==> src/hed_pkg.sv <==
// Shared types, character codes and hex helpers for the escape decoder.
`default_nettype none
package hed_pkg;

  localparam logic [7:0] CH_BSLASH = 8'h5C;
  localparam logic [7:0] CH_X      = 8'h78;
  localparam logic [7:0] CH_ZERO   = 8'h30;

  localparam logic [1:0] PH_TEXT = 2'd0;
  localparam logic [1:0] PH_BSL  = 2'd1;
  localparam logic [1:0] PH_X    = 2'd2;
  localparam logic [1:0] PH_X1   = 2'd3;

  typedef struct packed {
    logic [7:0] out_byte;
    logic       has_byte;
    logic       run_last;
    logic       string_end;
  } ent_t;

  typedef struct packed {
    logic [1:0]     cnt;
    ent_t [2:0]     ent;
  } dec_res_t;

  function automatic logic is_digit(input logic [7:0] c);
    return (c >= 8'h30) && (c <= 8'h39);
  endfunction

  function automatic logic is_hex(input logic [7:0] c);
    return is_digit(c) || ((c >= 8'h41) && (c <= 8'h46)) || ((c >= 8'h61) && (c <= 8'h66));
  endfunction

  // letters of either case: low nibble 1..6 plus 9 gives 10..15
  function automatic logic [3:0] hex_val(input logic [7:0] c);
    return is_digit(c) ? c[3:0] : (c[3:0] + 4'd9);
  endfunction

endpackage
`default_nettype wire

==> src/hed_decode.sv <==
// Escape state and the decode of one word into up to three result words.
`default_nettype none
module hed_decode import hed_pkg::*; (
  input  wire logic       clk,
  input  wire logic       rst,
  input  wire logic       take,
  input  wire logic [7:0] in_byte,
  input  wire logic       string_last,
  output dec_res_t        res
);

  logic [1:0] phase, phase_next;
  logic [7:0] held, held_next;

  always_comb begin
    logic [7:0] pb [4];
    logic [1:0] np;
    pb[0] = '0; pb[1] = '0; pb[2] = '0; pb[3] = '0;
    np = 2'd0;
    phase_next = phase;
    held_next = held;
    res = '0;

    // per phase: step the escape state and collect the bytes the current byte gives
    unique case (phase)
      PH_TEXT: begin
        if (in_byte == CH_BSLASH) begin
          phase_next = PH_BSL;
        end else begin
          pb[np] = in_byte; np = np + 2'd1;
        end
      end
      PH_BSL: begin
        if (in_byte == CH_ZERO) begin
          pb[np] = 8'h00; np = np + 2'd1;
          phase_next = PH_TEXT;
        end else if (in_byte == CH_X) begin
          phase_next = PH_X;
        end else if (in_byte == CH_BSLASH) begin
          phase_next = PH_BSL;
        end else begin
          pb[np] = in_byte; np = np + 2'd1;
          phase_next = PH_TEXT;
        end
      end
      PH_X: begin
        if (is_hex(in_byte)) begin
          held_next = in_byte;
          phase_next = PH_X1;
        end else begin
          pb[np] = CH_X; np = np + 2'd1;
          if (in_byte == CH_BSLASH) begin
            phase_next = PH_BSL;
          end else begin
            pb[np] = in_byte; np = np + 2'd1;
            phase_next = PH_TEXT;
          end
        end
      end
      PH_X1: begin
        if (is_hex(in_byte)) begin
          pb[np] = {hex_val(held), hex_val(in_byte)}; np = np + 2'd1;
          phase_next = PH_TEXT;
        end else begin
          pb[np] = CH_X; np = np + 2'd1;
          pb[np] = held; np = np + 2'd1;
          if (in_byte == CH_BSLASH) begin
            phase_next = PH_BSL;
          end else begin
            pb[np] = in_byte; np = np + 2'd1;
            phase_next = PH_TEXT;
          end
        end
      end
      default: phase_next = PH_TEXT;
    endcase

    if (string_last) begin
      // flush an unfinished \x sequence
      if (phase_next == PH_X) begin
        pb[np] = CH_X; np = np + 2'd1;
      end else if (phase_next == PH_X1) begin
        pb[np] = CH_X; np = np + 2'd1;
        pb[np] = held_next; np = np + 2'd1;
      end
      phase_next = PH_TEXT;
      held_next = '0;
    end

    if (np == 2'd0 && string_last) begin
      res.cnt = 2'd1;
      res.ent[0] = '{out_byte: 8'h00, has_byte: 1'b0, run_last: 1'b1, string_end: 1'b1};
    end else begin
      res.cnt = np;
      for (int k = 0; k < 3; k++) begin
        res.ent[k].out_byte = pb[k];
        res.ent[k].has_byte = 1'b1;
        res.ent[k].run_last = (2'(k) == np - 2'd1);
        res.ent[k].string_end = (2'(k) == np - 2'd1) && string_last;
      end
    end
  end

  always_ff @(posedge clk) begin
    if (rst) begin
      phase <= PH_TEXT;
      held <= '0;
    end else if (take) begin
      phase <= phase_next;
      held <= held_next;
    end
  end

endmodule
`default_nettype wire

==> src/hed_emit.sv <==
// Result buffer: holds up to three decoded words and sends them one per cycle while m_tready is high.
`default_nettype none
module hed_emit import hed_pkg::*; (
  input  wire logic       clk,
  input  wire logic       rst,
  input  wire logic       load,
  input  wire dec_res_t   res,
  output logic            can_load,
  output logic            m_tvalid,
  input  wire logic       m_tready,
  output logic [7:0]      m_tdata,
  output logic            m_tlast,
  output logic [1:0]      m_tuser
);

  logic [1:0] cnt;
  ent_t [2:0] ent;
  logic       pop;

  assign pop = m_tvalid && m_tready;
  // buffer is free for a new set once the word now showing leaves
  assign can_load = (cnt == 2'd0) || ((cnt == 2'd1) && m_tready);

  assign m_tvalid = (cnt != 2'd0);
  assign m_tdata  = ent[0].out_byte;
  assign m_tlast  = ent[0].run_last;
  assign m_tuser  = {ent[0].string_end, ent[0].has_byte};

  always_ff @(posedge clk) begin
    if (rst) begin
      cnt <= 2'd0;
    end else if (load) begin
      cnt <= res.cnt;
    end else if (pop) begin
      cnt <= cnt - 2'd1;
    end
  end

  always_ff @(posedge clk) begin
    if (load) begin
      ent <= res.ent;
    end else if (pop) begin
      ent <= {ent[2], ent[2], ent[1]};
    end
  end

endmodule
`default_nettype wire

==> src/hex_escape_decoder.sv <==
// Top level of the backslash / hex escape decoder.
//
// Input stream (s_*): one escaped byte per word, tlast on the final byte of
// a string. Output stream (m_*): decoded bytes; tlast closes the words caused
// by one input byte, tuser[1] marks the final word of the string and
// tuser[0] is clear for the empty end word sent when nothing is left.
// An input word sits in an input register, is decoded there and its 0 to 3
// results are loaded into a result buffer that sends one word per cycle
// while m_tready is high. A byte passes the input register, then the buffer.
// Throughput: one input word per cycle while each byte gives at most one
// result and m_tready is high; a byte giving more results holds the input
// until only its last word is left, set by the single output port of the
// result buffer. Bytes giving no result are still taken one per cycle.
// Reset empties the input register and the result buffer and returns the escape state to plain text.
// A stalled receiver keeps the current word on m_tdata; the input register
// then fills and s_tready drops until the buffer drains.
`default_nettype none
module hex_escape_decoder import hed_pkg::*; (
  input  wire logic       clk,
  input  wire logic       rst,
  input  wire logic       s_tvalid,
  output logic            s_tready,
  input  wire logic [7:0] s_tdata,  // [7:0] in_byte
  input  wire logic       s_tlast,  // string_last
  output logic            m_tvalid,
  input  wire logic       m_tready,
  output logic [7:0]      m_tdata,  // [7:0] out_byte
  output logic            m_tlast,  // run_last
  output logic [1:0]      m_tuser   // [0] has_byte, [1] string_end
);

  logic       iv;
  logic [7:0] ibyte;
  logic       ilast;
  logic       take;
  logic       can_load;
  dec_res_t   res;

  assign take = iv && can_load;
  assign s_tready = !iv || take;

  always_ff @(posedge clk) begin
    if (rst) begin
      iv <= 1'b0;
    end else if (s_tready) begin
      iv <= s_tvalid;
    end
  end

  always_ff @(posedge clk) begin
    if (s_tready && s_tvalid) begin
      ibyte <= s_tdata;
      ilast <= s_tlast;
    end
  end

  hed_decode u_decode (
    .clk         (clk),
    .rst         (rst),
    .take        (take),
    .in_byte     (ibyte),
    .string_last (ilast),
    .res         (res)
  );

  hed_emit u_emit (
    .clk      (clk),
    .rst      (rst),
    .load     (take),
    .res      (res),
    .can_load (can_load),
    .m_tvalid (m_tvalid),
    .m_tready (m_tready),
    .m_tdata  (m_tdata),
    .m_tlast  (m_tlast),
    .m_tuser  (m_tuser)
  );

endmodule
`default_nettype wire
==> config.mk <==
export PLATFORM = sky130hd
export DESIGN_NAME = hex_escape_decoder
export DESIGN_NICKNAME = d
export VERILOG_FILES = /design/src/hed_pkg.sv /design/src/hed_decode.sv /design/src/hed_emit.sv /design/src/hex_escape_decoder.sv
export SDC_FILE = /design/constraint.sdc
export NUM_CORES = 1
export LEC_CHECK = 0
export BUFFER_PORTS_ARGS = -buffer_cell sky130_fd_sc_hd__buf_2
export CAP_MARGIN = 20
export CORE_MARGIN = 1.5
export CORE_UTILIZATION = 45
export CTS_CLUSTER_DIAMETER = 200
export CTS_CLUSTER_SIZE = 30
export DETAILED_ROUTE_END_ITERATION = 8
export PLACE_DENSITY_LB_ADDON = 0.08
export SYNTH_ARGS = -nofsm -noshare
export SYNTH_HDL_FRONTEND = slang
export SYNTH_SLANG_ARGS = --single-unit
==> constraint.sdc <==
create_clock -name clk -period 6 [get_ports clk]
set_input_delay 1.2 -clock clk [delete_from_list [all_inputs] [get_ports clk]]
set_output_delay 1.2 -clock clk [all_outputs]
set_load 0.01 [all_outputs]
-- Word-level counts from Yosys, hierarchy flattened
Index checks and enable logic that the tools add are counted.
- input port bits: 13
- flip-flop bits (word level): 55
- logic and storage cells: 125
- eq/ne operators: 11
- bitwise logic cells: 5
- magnitude comparators: 12
- muxes and demuxes: 48
- reductions and logical operators: 25
- add/sub/neg operators: 6
- operators with widths (operator ; number):
    32-bit two-way mux ; 3
    8-bit two-way mux ; 10
    22-bit two-way mux ; 2
    33-bit two-way mux ; 1
    32-bit bitwise mux ; 1
    8-bit demux with 2-bit select ; 2
    2-bit two-way mux ; 16
    8-bit case mux with 4 select lines ; 1
    16-bit bitwise AND ; 1
    8-bit by 7-bit == test with 1-bit output (second input constant) ; 2
    8-bit by 6-bit >= comparator with 1-bit output (second input constant) ; 2
    8-bit by 7-bit >= comparator with 1-bit output (second input constant) ; 2
    8-bit by 6-bit <= comparator with 1-bit output (second input constant) ; 2
    8-bit by 7-bit <= comparator with 1-bit output (second input constant) ; 2
    16-bit two-way mux ; 1
    16-bit NOT ; 1
    16-bit bitwise OR ; 1
    2-bit case mux with 4 select lines ; 2
    8-bit case mux with 2 select lines ; 1
    15-bit two-way mux ; 1
    1-bit logical AND ; 14
    11-bit two-way mux ; 1
    4-bit adder (second input constant) ; 2
    2-bit == test (second input constant) ; 4
    15 further kinds ; 32

-- Depth between registers and ports, before layout
Gate-level depths: netlist of the first run.
- depth after elaboration: 19
- depth in mapped cells: 17

-- By module
From an unflattened synthesis of the first run, not the netlist that was laid out.
- cell total of the unflattened synthesis: 343
- area total of the unflattened synthesis: 3607.2 sq um
- by module, submodules not included (module ; cells an instance ; area an instance (sq um) ; instances):
    hed_emit ; 99 ; 1641.6 ; 1
    hed_decode ; 229 ; 1632.8 ; 1
    hex_escape_decoder ; 15 ; 332.8 ; 1

-- Least setup slack after synthesis of the first run
No wires, ideal clock.
- path type: register to register
- start point: register ibyte[0]
- end point: register u_emit.ent[14] (netlist bit), data pin
- path buffers: 3
- arrival time: 3217 ps
- library setup time: 262 ps
- stages on the path, launching flop included: 17
- clock period less this slack: 3479 ps
- path slack: 2521 ps
- cells stage by stage: edfxtp_1 clkbuf_1 inv_1 ha_1 a21boi_0 a211oi_4 a21oi_2 buf_2 and2_1 nand2_1 ha_1 inv_1 o21ai_0 a31oi_1 a2bb2oi_2 buf_2 o21ai_0
- longest elaborated chain between the ends: 19
- elaborated cells on any way between the ends: 64
- those cells by class: add/sub: 2; order compare: 10; eq/ne: 5; mux: 34; bitwise: 4; reduce/logical: 9
- RTL lines (item ; RTL line ; RTL):
    from (decl) ; hex_escape_decoder.sv:33 ; logic [7:0] ibyte;
    from (signal assigned) ; hex_escape_decoder.sv:52 ; ibyte <= s_tdata;
    parallel branches: the longest is 17 deep, another holds 8-bit by 6-bit >= comparator with 1-bit output ; -- ;
    22-bit two-way mux (*) ; hed_decode.sv:90 ; if (np == 2'd0 && string_last) begin
    33-bit two-way mux (*) ; hed_emit.sv:40 ; if (load) begin
    to (signal assigned) ; hed_emit.sv:41 ; ent <= res.ent;
    to (signal assigned) ; hed_emit.sv:43 ; ent <= {ent[2], ent[2], ent[1]};
    to (decl) ; hed_emit.sv:17 ; ent_t [2:0] ent;
Mark *: on every way between the ends. The select of a mux whose other input is x is not followed.
A chain may end at the register's enable or synchronous reset.

-- Worst setup path in the final report of the first run
- start point: register ibyte[0]
- end point: register u_emit.ent (netlist bit u_emit.m_tdata[7]), data pin
- longest elaborated chain between the ends: 19
- elaborated cells on any way between the ends: 65
- those cells by class: add/sub: 2; order compare: 10; eq/ne: 5; mux: 35; bitwise: 4; reduce/logical: 9
- RTL lines (item ; RTL line):
    parallel branches: the longest is 17 deep, another holds 8-bit by 6-bit >= comparator with 1-bit output ; --
    11-bit two-way mux (*) ; hed_decode.sv:90
    33-bit two-way mux (*) ; hed_emit.sv:40
Marks and branches as above.

==> summary.md, run 1 <==
| Metric | Value |
|---|---|
| Ys async rst share | 0% |
| Slew Limit Fails | 0 |
| Die width | 90.2 um |
| Slew @ Worst Pin | 0.913 ns |
| Period utilisation layout | 76.2% |
| ANT nets after route | 0 |
| Worst VDD drop | 0.130 mV |
| Count of final hold-check violations | 0 |
| Max cap viols | 0 |
| Yosys reg bits | 55 |
| CTS Buf Count | 5 |
| PortBufs | 25 |
| Die height | 90.2 um |
| Comb power frac | 19.3% |
| Crit path kind | reg -> reg |
| R2r startpoint | ibyte[0]$_DFFE_PP_ |
| Worst-path cell chain | inv_1, ha_1, nor3b_1, a211oi_4, a21oi_2, and2_1, nand2_1, ha_1, inv_1, o21ai_0, a31oi_1, a2bb2oi_2, buf_4, inv_1, a22o_1 |
| First-pass GRT wire length | 13.0 mm |
| Layout area overhead | 6.63% |
| Crit path DAT | 4.66 ns |
| PD cells | 272 nW/um^2 |
| Core region area | 7290 sq um |
| Hold Path Depth | 2 |
| Synthesized cell area | 3420 sq um |
| Util after Layout | 50.0% |
| CTS tree | done |
| Mean Syn Cell Area | 9.16 sq um |
| Post-route cell area | 3640 sq um |
| Leakage power | 1.31 nW |
| Insertion delay to the later sink of the worst-skew pair | 0.32 ns |
| Htree depth | 2 |
| Final #Nets | 401 |
| Via density | 5.79 |
| Worst relative slew slack | 39.2% |
| R2r worst-path depth | 15 |
| Largest net degree at the start of global routing | 39 |
| Post-synth EDFFs | 42 |
| Worst-path clk slew | 0.10 ns |
| Initial Util | 46.9% |
| Initial antenna violation count | 0 |
| Cts hold-fix bufs | 0 |
| CP max-delay cell | a21oi_2 |
| GR Overflow Total | 0 |
| Max stage delay on crit path | 0.71 ns |
| Most common cell on crit path | inv_1 |
| Sequential share of power | 51.4% |
| Iteration-0 DRC Markers | 200 |
| Critical path capture point type | flop |
| Routed wire per std cell | 16.7 um |
| Detailed Route WL | 7.93 mm |
| Row count | 31 |
| Post-CTS setup repair buffer count | 0 |
| Final setup vio count | 0 |
| CP Launch Type | flop |
| Register area share after synthesis | 44.5% |
| Crit path launch | ibyte[0]$_DFFE_PP_ |
| Proportion of layout cells with a drive suffix above 1 | 12.3% |
| Crit-path max FO | 23 |
| Placer Congestion | 0.909 |
| Switch share | 27.8% |
| Pre-Repair DR Iteration Count | 5 |
| Class of the most critical hold timing path | reg -> reg |
| IO Count | 26 |
| HPWL Detailed | 5.83 mm |
| Reg2Reg Capture Point | u_emit.m_tdata[7]$_DFFE_PP_ |
| Most common cell after layout, fill and taps aside | nand2_1 |
| Worst Path Required | 6.08 ns |
| Deepest clock path buffer count | 2 |
| Part of the power in the clock network | 29.3% |
| Peak Freq | 0.219 GHz |
| ANT cells | 0 |
| Beginning of the worst hold path | u_decode.held[5]$_SDFFE_PP0P_ |
| CTS Root Cell | clkbuf_8 |
| Fin Setup TNS | 0 ns |
| Outcome | completed |
| Via count | 2744 |
| Clk sinks | 55 |
| Synthesized Nets | 400 |
| Clock Skews | 0.0104 ns |
| Synth cell types | 58 |
| Hold Path End | u_decode.held[5]$_SDFFE_PP0P_ |
| Internal power | 0.000716 W |
| Highest-count cells in the layout ignoring fill and taps | nand2_1, edfxtp_1, o21ai_0 |
| Area of the die | 8130 sq um |
| Reg-to-reg slack, setup | 1.43 ns |
| GRT Total Usage | 20.2% |
| Synth warnings | 0 |
| DRC viols | 0 |
| Gate Count Post-Synth | 373 |
| Minimum clock period | 4.57 ns |
| RSZ-0062 raised after global routing | false |
| Vias in the first global route | 2482 |
| Main synth FF type | edfxtp_1 |
| Placed Area | 3510 sq um |
| Post-CTS Resized | 0 |
| P_sw | 0.000275 W |
## through the flow
stage / instances / hold WS (ns) / setup slack [ns] / total power [W]
2_1_floorplan: 373 / 0.457 / 2.52 / 0.000669
3_3_place_gp: 466 / 0.479 / 1.53 / 0.000709
3_5_place_dp: 466 / 0.490 / 1.44 / 0.000711
4_1_cts: 474 / 0.503 / 1.42 / 0.000996
5_1_grt: 474 / 0.522 / 0.958 / 0.00104
6_report: 474 / 0.497 / 1.43 / 0.000991
## registers in the layout, indices dropped and copies added (netlist names)
signal          cells
ibyte               8
u_decode.held       8
u_decode.phase      2
iv                  1
ilast               1
u_emit.m_tdata      8
u_emit.ent         22
u_emit.cnt          2
u_emit.m_tlast      1
u_emit.m_tuser      2
## worst max-delay path, delay by kind of cell (launching register included)
kind	cells	cell delay (ns)
AO/OA/AOI/OAI	6	1.89
adder cells (fa/ha/maj)	2	0.53
buffers and inverters	4	0.58
flip-flops	1	0.54
AND/OR/NAND/NOR	3	0.79
## worst max-delay path by stage
stage                                             end  cells past startpoint
after floorplan              u_emit.ent[14]$_DFFE_PP_                     16
after global placement    u_emit.m_tdata[7]$_DFFE_PP_                     15
after detailed placement  u_emit.m_tdata[7]$_DFFE_PP_                     15
after CTS                 u_emit.m_tdata[7]$_DFFE_PP_                     15
after global routing      u_emit.m_tdata[7]$_DFFE_PP_                     15
final                     u_emit.m_tdata[7]$_DFFE_PP_                     15
## logic make-up after synthesis
family	after synthesis	synth area share [%]
AOI/OAI and AO/OA	112	21.9
and+or+nand+nor	133	19.4
buffers and inverters	52	7.06
xor gates and xnor gates	3	0.769
DFF	55	44.5
muxes	4	1.21
adders and majority gates	14	5.12
## cell type report
class                      count  area, sq um
fill                         726         3650
multi-input combinational    266         1660
sequential                    55         1520
timing repair buffer          27          140
tap                           99          124
clock buffer                   6         72.6
inverter                      19         71.3
clock inverter                 2         60.1
## cell usage after synthesis, types with 4 or more instances
| library cell | instances | area, sq um |
|---|---|---|
| nand2_1 | 51 | 191 |
| edfxtp_1 | 42 | 1260 |
| o21ai_0 | 28 | 140 |
| nor2_1 | 25 | 93.8 |
| a21oi_1 | 24 | 120 |
| inv_1 | 19 | 71.3 |
| clkbuf_1 | 16 | 60.1 |
| ha_1 | 14 | 175 |
| dfxtp_1 | 13 | 260 |
| nor3_1 | 11 | 55.1 |
| buf_4 | 10 | 75.1 |
| nand3_1 | 9 | 45.0 |
| nand2b_1 | 8 | 50.1 |
| o31ai_1 | 8 | 60.1 |
| buf_2 | 7 | 35.0 |
| a211o_1 | 5 | 43.8 |
| a22oi_1 | 5 | 37.5 |
| a31oi_1 | 5 | 31.3 |
| and2_1 | 5 | 31.3 |
| a32oi_1 | 4 | 35.0 |
| o22ai_1 | 4 | 25.0 |
| or2_2 | 4 | 25.0 |
## layer usage
metal / track usage, % / vias to the layer above / part of all wire, %
li1: - / 1355 / -
met1: 29.8 / 1297 / 49
met2: 30.4 / 85 / 45
met3: 3.05 / 7 / 5.2
met4: 6.48 / 0 / 1.0
met5: 0 / - / 0
## power by group through the flow
| stage | combinational, W | sequential (W) | clock [W] |
|---|---|---|---|
| after floorplan | 0.000166 | 0.000503 | 0 |
| final | 0.000191 | 0.000509 | 0.000290 |
| after global placement | 0.000192 | 0.000517 | 0 |
| after detailed placement | 0.000193 | 0.000518 | 0 |
| after CTS | 0.000194 | 0.000509 | 0.000293 |
| after global routing | 0.000217 | 0.000515 | 0.000308 |
Power figures use the tool's default switching activity.
==> run 2, diff against run 1 <==
==> constraint.sdc (replaced) <==
create_clock -name clk -period 4.4 [get_ports clk]
set_input_delay 0.88 -clock clk [delete_from_list [all_inputs] [get_ports clk]]
set_output_delay 0.88 -clock clk [all_outputs]
set_load 0.01 [all_outputs]
==> run 2 against run 1 <==
Final area grew 0.62%. Highest routed layer unchanged. Combinational power grew 39%. Via count grew 0.91%. Sequential share of layout area shrank 0.26 points.
==> summary.md, run 2 (synthesized netlist as in run 1, its figures left out) <==
| Metric | Value |
|---|---|
| ANT nets after route | 0 (unchanged) |
| Internal power | 0.000979 W (+37%) |
| Minimum clock period | 3.75 ns (-0.821 ns) |
| CTS Buf Count | 5 (unchanged) |
| Deepest clock path buffer count | 2 (unchanged) |
| Hold slack | 0.499 ns (+0.00161 ns) |
| Reg-to-reg slack, setup | 0.65 ns (-0.78 ns) |
| Post-CTS Resized | 0 (unchanged) |
| Reg2Reg Capture Point | u_emit.m_tdata[6]$_DFFE_PP_ |
| Leakage power | 1.32 nW (+1.1%) |
| Register area | 1520 sq um (unchanged) |
| Die height | 90.2 um (unchanged) |
| Vias in the first global route | 2651 (+6.8%) |
| Largest net degree at the start of global routing | 28 (-28%) |
| CTS Root Cell | clkbuf_8 |
| Detailed Route WL | 8.11 mm (+2.2%) |
| Count of final hold-check violations | 0 (unchanged) |
| Htree depth | 2 (unchanged) |
| Switch share | 27.6% (-0.13 points) |
| Pre-Repair DR Iteration Count | 4 (-1) |
| PD cells | 369 nW/um^2 (+36%) |
| Worst relative slew slack | 42.6% (+3.4 points) |
| CP Capture Point | u_emit.m_tdata[6]$_DFFE_PP_ |
| First-pass GRT wire length | 13.5 mm (+3.8%) |
| Highest-count cells in the layout ignoring fill and taps | nand2_1, edfxtp_1, o21ai_0 |
| Crit path launch | ibyte[0]$_DFFE_PP_ |
| Max stage delay on crit path | 0.55 ns (-0.16 ns) |
| Class of the most critical hold timing path | reg -> reg |
| Slew Limit Fails | 0 (unchanged) |
| Comb power frac | 19.6% (+0.3 points) |
| Fillers | 740 (+1.9%) |
| Final setup vio count | 0 (unchanged) |
| DRC viols | 0 (unchanged) |
| R2r startpoint | ibyte[0]$_DFFE_PP_ |
| CP Launch Type | flop |
| Sequential share of power | 51.4% (about the same) |
| Worst VDD drop | 0.143 mV (+9.8%) |
| Worst-path cell chain | inv_1, ha_1, o21bai_1, a21oi_1, a21oi_2, and2_1, nand2_1, inv_1, ha_1, nor2_1, nor2_1, o21ai_0, o211ai_1, a221oi_1, a211oi_1 |
| RSZ-0062 raised after global routing | false |
| Placer Congestion | 0.941 (+3.5%) |
| Max cap viols | 0 (unchanged) |
| PortBufs | 25 (unchanged) |
| Clk sinks | 55 (unchanged) |
| Crit path DAT | 3.81 ns (-0.85 ns) |
| Routed wire per std cell | 17.0 um (+1.6%) |
| Period utilisation layout | 85.3% (+9.1 points) |
| Die width | 90.2 um (unchanged) |
| Multi-input logic area | 1660 sq um (unchanged) |
| Core region area | 7290 sq um (unchanged) |
| IO Count | 26 (unchanged) |
| Crit-path max FO | 10 (-57%) |
| Via count | 2769 (+0.91%) |
| R2r worst-path depth | 15 (unchanged) |
| Insertion delay to the later sink of the worst-skew pair | 0.31 ns (about the same) |
| Area of the die | 8130 sq um (unchanged) |
| P_sw | 0.000374 W (+36%) |
| Proportion of layout cells with a drive suffix above 1 | 13.0% (+0.70 points) |
| Most common cell after layout, fill and taps aside | nand2_1 |
| Util after Layout | 50.3% (+0.31 points) |
| ANT cells | 0 (unchanged) |
| Initial Util | 46.9% (unchanged) |
| Part of the power in the clock network | 28.9% (-0.4 points) |
| Top reg by flops | u_emit.ent |
| Via density | 5.81 (+0.28%) |
| Max reg flops | 22 (unchanged) |
| Clock Skews | 0.0106 ns (+0.000179 ns) |
| CP max-delay cell | edfxtp_1 |
| Final #Nets | 404 (+0.75%) |
| Fin Setup TNS | 0 ns (unchanged) |
| Initial antenna violation count | 0 (unchanged) |
| Crit path kind | reg -> reg |
| Cts hold-fix bufs | 0 (unchanged) |
| GR Overflow Total | 0 (unchanged) |
| CTS tree | done |
| GRT Total Usage | 20.6% (+0.37 points) |
| Outcome | completed |
| Iteration-0 DRC Markers | 220 (+10%) |
| Peak Freq | 0.266 GHz (+22%) |
| Slew @ Worst Pin | 0.861 ns (-0.0518 ns) |
| Worst-path clk slew | 0.09 ns (about the same) |
| Critical path capture point type | flop |
| HPWL Detailed | 6.01 mm (+3.2%) |
| Layout area overhead | 7.28% |
| Post-CTS setup repair buffer count | 0 (unchanged) |
| Worst Path Required | 4.46 ns (-1.62 ns) |
| Row count | 31 (unchanged) |
run 2: cell types whose count changed in the layout (fill, tap and decap cells not counted), sizes merged:
cell and delta:
buf +3
run 2: layout make-up:
| type | instances | area share [%] |
|---|---|---|
| timing repair buffer | 30 | 4.44 |
| inverter | 19 | 1.94 |
| multi-input combinational | 266 | 45.1 |
| clock inverter | 2 | 1.64 |
| sequential | 55 | 41.5 |
| tap | 99 | 3.38 |
| clock buffer | 6 | 1.98 |
run 2: metrics by stage:
step / power [W] / setup slack (ns) / area, sq um / cells
6_report: 0.00135 / 0.647 / 3670 / 477
5_1_grt: 0.00142 / 0.292 / 3670 / 477
4_1_cts: 0.00136 / 0.707 / 3670 / 477
3_5_place_dp: 0.000977 / 0.734 / 3530 / 469
3_3_place_gp: 0.000970 / 0.856 / 3530 / 469
2_1_floorplan: 0.000913 / 0.921 / 3420 / 373
run 2: critical path, delay by kind of cell (launching register included):
family | cells | cell delay, ns
AO/OA/AOI/OAI | 7 | 1.72
adder cells (fa/ha/maj) | 2 | 0.46
buffers and inverters | 2 | 0.25
flip-flops | 1 | 0.55
AND/OR/NAND/NOR | 4 | 0.50
run 2: worst min-delay path by stage:
| stage | start | depth (start not counted) | endpoint |
|---|---|---|---|
| detailed placement | u_decode.held[7]$_SDFFE_PP0P_ | 1 | u_decode.held[7]$_SDFFE_PP0P_ |
| global route | u_decode.held[7]$_SDFFE_PP0P_ | 1 | u_decode.held[7]$_SDFFE_PP0P_ |
| floorplan | u_decode.held[5]$_SDFFE_PP0P_ | 2 | u_decode.held[5]$_SDFFE_PP0P_ |
| global placement | u_decode.held[4]$_SDFFE_PP0P_ | 2 | u_decode.held[4]$_SDFFE_PP0P_ |
| CTS | u_decode.held[7]$_SDFFE_PP0P_ | 1 | u_decode.held[7]$_SDFFE_PP0P_ |
| finish | u_decode.held[7]$_SDFFE_PP0P_ | 1 | u_decode.held[7]$_SDFFE_PP0P_ |
run 2: routing by layer:
layer / global-route usage, % / vias up / wire length [um]
li1: - / 1358 / -
met3: 2.79 / 13 / 505
met5: 0 / - / 0
met2: 32.8 / 94 / 3700
met1: 29.1 / 1304 / 3770
met4: 6.35 / 0 / 138
run 2: power groups by stage:
stage	clock network (W)	logic [W]	registers, W
after floorplan	0	0.000227	0.000686
after global placement	0	0.000265	0.000705
after detailed placement	0	0.000269	0.000708
after CTS	0.000399	0.000270	0.000696
after global routing	0.000415	0.000299	0.000705
final	0.000391	0.000266	0.000696
